--- config.mk ---
export PLATFORM = sky130hd
export DESIGN_NAME = fcbf_ctrl
export DESIGN_NICKNAME = d
export VERILOG_FILES = /design/src/design/flow_controlled_byte_fifo_macros.svh /design/src/design/fcbf_pkg.sv /design/src/design/fcbf_ctrl.sv
export SDC_FILE = /design/constraint.sdc
export NUM_CORES = 1
export LEC_CHECK = 0
export ABC_AREA = 1
export BUFFER_PORTS_ARGS = -buffer_cell sky130_fd_sc_hd__clkbuf_2
export CAP_MARGIN = 20
export CORE_MARGIN = 2
export CORE_UTILIZATION = 59
export CTS_CLUSTER_SIZE = 24
export DETAILED_ROUTE_END_ITERATION = 12
export PLACE_DENSITY = 0.89
export SYNTH_ARGS = -nofsm -noshare
export SYNTH_HDL_FRONTEND = slang
export SYNTH_SLANG_ARGS = --single-unit
export TNS_END_PERCENT = 30
--- constraint.sdc ---
create_clock -name aclk -period 6 [get_ports aclk]
set_clock_uncertainty 0.1 [all_clocks]
set_input_delay 0.9 -clock aclk [delete_from_list [all_inputs] [get_ports aclk]]
set_output_delay 0.9 -clock aclk [all_outputs]
set_load 0.02 [all_outputs]
--- src/design/flow_controlled_byte_fifo_macros.svh ---
// Assertion macros used by the byte FIFO top-level design file.
`ifndef FLOW_CONTROLLED_BYTE_FIFO_MACROS_SVH
`define FLOW_CONTROLLED_BYTE_FIFO_MACROS_SVH

// Same-cycle implication, sampled on the rising clock edge, off during reset.
`define FCBF_ASSERT_SAME(label, ante, cons, msg) \
    label: assert property (@(posedge aclk) disable iff (!aresetn) (ante) |-> (cons)) \
        else $error(msg);

// Next-cycle implication, sampled on the rising clock edge, off during reset.
`define FCBF_ASSERT_NEXT(label, ante, cons, msg) \
    label: assert property (@(posedge aclk) disable iff (!aresetn) (ante) |=> (cons)) \
        else $error(msg);

`endif

--- src/design/fcbf_pkg.sv ---
package fcbf_pkg;

    // Default storage depth and reset value of the capacity register.
    localparam int DEPTH_DEF = 4096;
    localparam logic [12:0] CAP_RESET = 13'd4096;

    // Operation codes carried on the input tuser.
    typedef enum logic [2:0] {
        OP_WRITE  = 3'd0,
        OP_READ   = 3'd1,
        OP_PEEK   = 3'd2,
        OP_POP    = 3'd3,
        OP_END    = 3'd4,
        OP_STATUS = 3'd5
    } op_t;

    // One result beat, before packing onto the output bus.
    typedef struct packed {
        logic        data_valid;
        logic [7:0]  read_data;
        logic        accepted;
        logic        error;
        logic [12:0] stored_count;
        logic [12:0] free_space;
        logic [63:0] total_written;
        logic [63:0] total_read;
        logic        stream_ended;
        logic        at_eof;
    } res_t;

endpackage

--- src/design/fcbf_ctrl.sv ---
module fcbf_ctrl #(
    parameter int DEPTH = fcbf_pkg::DEPTH_DEF
) (
    input  logic                     aclk,
    input  logic                     aresetn,
    input  logic                     cfg_wr_en,
    input  logic [12:0]              cfg_wr_data,
    input  logic                     accept,
    input  fcbf_pkg::op_t            op,
    input  logic [7:0]               wdata,
    input  logic [12:0]              amount,
    output logic                     mem_we,
    output logic [$clog2(DEPTH)-1:0] mem_waddr,
    output logic [7:0]               mem_wdata,
    output logic                     mem_re,
    output logic [$clog2(DEPTH)-1:0] mem_raddr,
    output fcbf_pkg::res_t           res_next
);
    import fcbf_pkg::*;

    localparam int AW = $clog2(DEPTH);
    localparam int CW = $clog2(DEPTH + 1);
    localparam int XW = (CW > 13) ? CW : 13;

    logic [12:0]   cap_reg;
    logic [AW-1:0] head_reg, head_next;
    logic [CW-1:0] held_reg, held_next;
    logic [63:0]   wtot_reg, wtot_next;
    logic [63:0]   rtot_reg, rtot_next;
    logic          ended_reg, ended_next;
    logic          err_reg, err_next;

    logic [XW-1:0] held_x, amt_x, cap_x, depth_x, eff_cap, off_x, held_nx_x, room_x;
    logic [AW:0]   sum, slot_w;
    logic [AW-1:0] slot;
    logic          valid, acc;

    // Capacity register.
    always_ff @(posedge aclk) begin
        if (!aresetn) begin
            cap_reg <= CAP_RESET;
        end else if (cfg_wr_en) begin
            cap_reg <= cfg_wr_data;
        end
    end

    // Pointer, count, totals and flags.
    always_ff @(posedge aclk) begin
        if (!aresetn) begin
            head_reg  <= '0;
            held_reg  <= '0;
            wtot_reg  <= '0;
            rtot_reg  <= '0;
            ended_reg <= 1'b0;
            err_reg   <= 1'b0;
        end else begin
            head_reg  <= head_next;
            held_reg  <= held_next;
            wtot_reg  <= wtot_next;
            rtot_reg  <= rtot_next;
            ended_reg <= ended_next;
            err_reg   <= err_next;
        end
    end

    // Widen everything to one compare width; the capacity is limited to the depth.
    assign held_x  = XW'(held_reg);
    assign amt_x   = XW'(amount);
    assign cap_x   = XW'(cap_reg);
    assign depth_x = XW'(DEPTH);
    assign eff_cap = (cap_x > depth_x) ? depth_x : cap_x;

    // Offset from the head: the count for a write, one for a read, else the amount.
    always_comb begin
        unique case (op)
            OP_WRITE: off_x = held_x;
            OP_READ:  off_x = XW'(1);
            default:  off_x = amt_x;
        endcase
    end

    // Circular slot: head plus offset stays below twice the depth when used.
    assign sum    = (AW + 1)'(head_reg) + (AW + 1)'(off_x);
    assign slot_w = (sum >= (AW + 1)'(DEPTH)) ? sum - (AW + 1)'(DEPTH) : sum;
    assign slot   = slot_w[AW-1:0];

    assign mem_waddr = slot;
    assign mem_wdata = wdata;
    assign mem_raddr = (op == OP_READ) ? head_reg : slot;

    // Operation decode and state update.
    always_comb begin
        head_next  = head_reg;
        held_next  = held_reg;
        wtot_next  = wtot_reg;
        rtot_next  = rtot_reg;
        ended_next = ended_reg;
        err_next   = err_reg;
        mem_we     = 1'b0;
        mem_re     = 1'b0;
        valid      = 1'b0;
        acc        = 1'b0;
        if (accept) begin
            unique case (op)
                OP_WRITE: begin
                    if (held_x < eff_cap) begin
                        mem_we    = 1'b1;
                        held_next = held_reg + CW'(1);
                        wtot_next = wtot_reg + 64'd1;
                        acc       = 1'b1;
                    end
                end
                OP_READ: begin
                    if (held_reg != '0) begin
                        mem_re    = 1'b1;
                        valid     = 1'b1;
                        head_next = slot;
                        held_next = held_reg - CW'(1);
                        rtot_next = rtot_reg + 64'd1;
                        acc       = 1'b1;
                    end
                end
                OP_PEEK: begin
                    if (amt_x < held_x) begin
                        mem_re = 1'b1;
                        valid  = 1'b1;
                    end
                end
                OP_POP: begin
                    if (amt_x > held_x) begin
                        err_next = 1'b1;
                    end else begin
                        head_next = slot;
                        held_next = held_reg - CW'(amt_x);
                        rtot_next = rtot_reg + 64'(amt_x);
                        acc       = 1'b1;
                    end
                end
                OP_END: begin
                    ended_next = 1'b1;
                end
                default: begin
                end
            endcase
        end
    end

    // Result fields reflect the state after this beat.
    assign held_nx_x = XW'(held_next);
    assign room_x    = (held_nx_x < eff_cap) ? eff_cap - held_nx_x : '0;

    always_comb begin
        res_next               = '0;
        res_next.data_valid    = valid;
        res_next.accepted      = acc;
        res_next.error         = err_next;
        res_next.stored_count  = held_nx_x[12:0];
        res_next.free_space    = room_x[12:0];
        res_next.total_written = wtot_next;
        res_next.total_read    = rtot_next;
        res_next.stream_ended  = ended_next;
        res_next.at_eof        = ended_next && (held_next == '0);
    end

endmodule

[Word-level counts from Yosys, hierarchy flattened]
Cells that the tools add are included.
Storage, ports and cells
  logic and storage cells: 69
  flip-flop bits (word level): 168
  memories kept: 0
  output and inout bits: 201
  input bits: 41
  ROM bits: 0
  latch bits: 0
  bits in writable memories: 0
Cells by class
  reduce and logical (&&, ||, !) cells: 6
  $lt $le $gt $ge: 6
  shift operators: 0
  $add $sub $neg: 9
  eq/ne operators: 6
  $mul: 0
  multiplexer cells: 35
  bitwise gates (word level): 0
  div/mod/pow operators: 0
Operator list (count)
  two-way mux 64 bit: 6
  adder 64 x 1 -> 64 bit (second input constant): 2
  case mux 64 bit (2 select lines): 1
  two-way mux 13 bit: 6
  adder 64 x 13 -> 64 bit: 1
  two-way mux 12 bit: 4
  < comparator 13 bit: 3
  case mux 13 bit (3 select lines): 1
  case mux 13 bit (2 select lines): 1
  subtractor 13 bit: 2
  case mux 12 bit (2 select lines): 1
  adder 12 x 13 -> 13 bit: 1
  adder 13 x 1 -> 13 bit (second input constant): 1
  >= comparator 13 bit (second input constant): 1
  greater-than comparator 13 bit: 1
  greater-than comparator 13 bit (second input constant): 1
  logical NOT 13 bit: 1
  two-way mux 1 bit: 13
  nonzero test 13 bit: 1
  subtractor 13 x 1 -> 13 bit (second input constant): 1
  subtractor 12 x 1 -> 12 bit (second input constant): 1
  equality test 3 x 2 -> 1 bit (second input constant): 2
  AND reduction 4 bit: 1
  equality test 3 x 1 -> 1 bit (second input constant): 1
  8 further kinds: 8

[Logic depth before layout (Yosys ltp)]
  depth after elaboration: 8
  gate-level depth with buffers: 33
  depth with buffers taken out: 32

[Worst setup path before layout]
No wires, ideal clock.
  path kind: input port to output port
  start: in amount[6]
  end: out res_next[130] (netlist name)
  cell stages on the path: 20
  arrival time: 4.518 ns
  path slack: 0.482 ns
  buffers on the path: 2
  required time: 5.000 ns
  cells stage by stage: inv_1 ha_1 a21oi_1 o21ai_0 a21oi_1 nand3_1 inv_1 clkbuf_1 nand2_1 nand3_1 nor2_1 a21oi_1 inv_1 ha_1 inv_1 nor3_1 nand2_1 o31ai_1 clkbuf_1 nor2_1
RTL lines
  start, declared: line fcbf_ctrl.sv:11  | input logic [12:0] amount,
  end, declared: line fcbf_ctrl.sv:17  | output fcbf_pkg::res_t res_next

==> impl_metrics.json <==
{
  "synth_edf_count": 0,
  "max_cap_violations": 0,
  "cpPeakStageDelay_ns": 0.35,
  "post_synth.cell_area_avg_um2": 5.86,
  "finalCriticalPeriod_ns": 5.88,
  "insertion_delay_ns": 0.46,
  "hold_viol_final": 0,
  "power_leakage_nw": 8.51,
  "grt_antenna_before_repair": 1,
  "postPlaceCellArea_um2": 17000,
  "final_core_utilization_pct": 69.2,
  "regToRegSetupSlack_ns": 2.08,
  "design_power_total_mw": 3.36,
  "design_area_um2": 18000,
  "netsw_mw": 1.32,
  "fillers": 2313,
  "drive_gt1_share_pct": 13.8,
  "most-common-layout-cells": "sky130_fd_sc_hd__nand2_1 (575), sky130_fd_sc_hd__inv_1 (424), sky130_fd_sc_hd__nor2_1 (325)",
  "tightestPinTransition_ns": 0.979,
  "slew-limit-headroom_pct": 34.6,
  "dr_wl_met3_um": 6000,
  "setup_viol": 0,
  "netSwitchingFraction_pct": 39.3,
  "clock_path_buffers": 2,
  "crit_path_max_fanout": 12,
  "io-pin-count": 242,
  "cts_tree": "yes",
  "dp_slack_ns": 0.0668,
  "worst_r2r_endpoint": "wtot_reg[42]",
  "cts-buffers-inserted": 17,
  "grt_max_degree": 75,
  "run_status": "finished clean",
  "worstSetupStartpointType": "flop",
  "r2r_start": "cap_reg[9]",
  "finalMaxSlewViolations": 0,
  "route.vias.total": 19100,
  "arrival_ns": 4.88,
  "critPathMostFrequentCell": "sky130_fd_sc_hd__nand2_1",
  "min-delay-start": "err_reg",
  "yosys_synthesis_warning_count": 0,
  "postSynth.asyncResetShare_pct": 0,
  "clockPowerShare_pct": 35.5,
  "cp_data_required_time_ns": 5.00,
  "internal_power_mw": 2.04,
  "avgViaCountPerCell": 5.94,
  "area_growth_pct": 14.9,
  "finish.net_count": 2983,
  "postSynthRegisterBits": 168,
  "fmax_ghz": 0.170,
  "total_placed_cells_including_tap_cells": 3175,
  "core_area_um2": 26100,
  "die_h_um": 167,
  "wire_per_inst_um": 17.8,
  "drt_drc_violations_left": 0,
  "fp.dieW_um": 167,
  "sequential_cell_area_um2": 3360,
  "multi_input_gate_area_in_the_final_layout_um2": 10500,
  "first_global_vias": 17400,
  "p_per_area_nw_per_um2": 186,
  "most_frequent_standard_cell_in_the_layout_excluding_fill_and_tap_cells": "sky130_fd_sc_hd__nand2_1",
  "grt_pass1_wl_um": 89800,
  "antenna_left": 0,
  "vdd_drop_max_v": 0.000189,
  "ctsHtreeMaxLevel": 4,
  "wire_length_on_met2_um": 25400,
  "ctsRootBufferMaster": "sky130_fd_sc_hd__clkbuf_16",
  "hp-class": "flop to flop",
  "synth_seq_area_share_pct": 21.4,
  "hpwlAfterDp_um": 44400,
  "seqPwrFrac_pct": 35.5,
  "drt_pass1_iterations": 9,
  "gp_congestion": 1.02,
  "cts_hold_repair.buffers": 0,
  "worst-r2r-cell-count": 24,
  "drt-met1-wl_um": 23600,
  "setup.worst_path.end_class": "primary output",
  "final_min_period_over_clock_period_pct": 97.9,
  "synthesis.area_um2": 15700,
  "worst-setup-path-type": "flop to primary output",
  "io_buffer_count": 217,
  "overflow": 0,
  "core.rowCount": 59,
  "final_cells": 3219,
  "grt_setup_unrepaired": "true",
  "worst_hold_slack_ns": 0.362,
  "groute.usage.overall_pct": 39.6,
  "ys_types": 55,
  "synthCells": 2679,
  "final.setup.worst_slack_ns": 0.125,
  "power.share.combinational_pct": 29.0,
  "initial_util_pct": 60.2,
  "fp.dieArea_um2": 27900,
  "ys.flop_type": "sky130_fd_sc_hd__dfxtp_1",
  "min_to": "err_reg",
  "drt_iter0_markers": 2383,
  "hold_path_depth": 2,
  "clkSinkCount": 168,
  "final_sum_of_negative_setup_slack_ns": 0,
  "highest_routed_metal_layer": "met4",
  "diodes": 0,
  "cp_slowest_cell": "sky130_fd_sc_hd__a221o_1",
  "cts.clk_slew.worst_paths_ns": 0.09,
  "wl_um": 57400
}
==> Yosys cell counts, types with 17 or more instances <==
library cell	number	share of area [%]
sky130_fd_sc_hd__nor3_1	101	3.2
sky130_fd_sc_hd__inv_1	428	10
sky130_fd_sc_hd__nor4_1	17	0.68
sky130_fd_sc_hd__a21oi_1	156	5.0
sky130_fd_sc_hd__and2_1	29	1.2
sky130_fd_sc_hd__xor2_1	95	5.3
sky130_fd_sc_hd__clkbuf_1	62	1.5
sky130_fd_sc_hd__ha_1	67	5.3
sky130_fd_sc_hd__nand3_1	176	5.6
sky130_fd_sc_hd__nor2_1	333	8.0
sky130_fd_sc_hd__buf_4	23	1.1
sky130_fd_sc_hd__o21ai_0	179	5.7
sky130_fd_sc_hd__or2_2	18	0.72
sky130_fd_sc_hd__dfxtp_1	168	21
sky130_fd_sc_hd__nand2_1	581	14
sky130_fd_sc_hd__nand4_1	69	2.8
==> power groups by stage <==
stage | Clock [mW] | Sequential (mW) | Combinational (mW)
final | 1.19 | 1.19 | 0.976
after detailed placement | 0 | 1.22 | 0.889
after floorplan | 0 | 1.20 | 0.625
after CTS | 1.20 | 1.19 | 0.897
after global placement | 0 | 1.22 | 0.878
after global routing | 1.24 | 1.20 | 1.05
==> worst max-delay path, delay by kind of cell, from the launching register on <==
kind | cells | cell delay, ns
compound gates | 5 | 0.87
fa+ha+maj | 2 | 0.52
buf+inv | 6 | 0.92
flops | 1 | 0.34
simple gates | 16 | 1.77
==> worst max path at each step <==
stage / from / end / depth (start not counted)
2_1_floorplan: amount[6] / res_next[130] / 20
6_report: cap_reg[9] / res_next[141] / 29
4_1_cts: cap_reg[9] / res_next[141] / 31
3_3_place_gp: amount[6] / res_next[141] / 25
5_1_grt: cap_reg[10] / res_next[135] / 32
3_5_place_dp: amount[6] / res_next[141] / 25
==> cell type report <==
class,instances,area share [%]
clock buffers,17,2.36
clock inverters,15,1.17
inverters,431,9.01
multi-input cells,1984,58.2
flip-flops and latches,168,18.7
well taps,335,2.32
repair buffers,269,8.26
==> per-layer routing <==
metal | vias up | global-route usage, %
li1 | 9023 | -
met1 | 8729 | 53.0
met2 | 1157 | 63.3
met3 | 208 | 6.65
met4 | 0 | 16.5
met5 | - | 0
==> cells by family (layout without fill, tap and decap cells) <==
logic type               after synthesis  in the layout  share of synthesized area (%)
AO/OA/AOI/OAI                        420            420                           14.6
buffers and inverters                534            732                           13.5
AND/OR/NAND/NOR                     1376           1376                           38.5
flip-flops                           168            168                           21.4
XOR/XNOR                             109            109                           6.09
adder cells (fa/ha/maj)               71             71                           5.85
other                                  1              8                         0.0239
==> repair_timing <==
item	CTS	global route
resized for setup	4	62
pin swaps	0	14
buffers inserted	0	11
gates cloned	0	1
setup endpoints to repair	2	13
(Power assumes the default switching activity.)
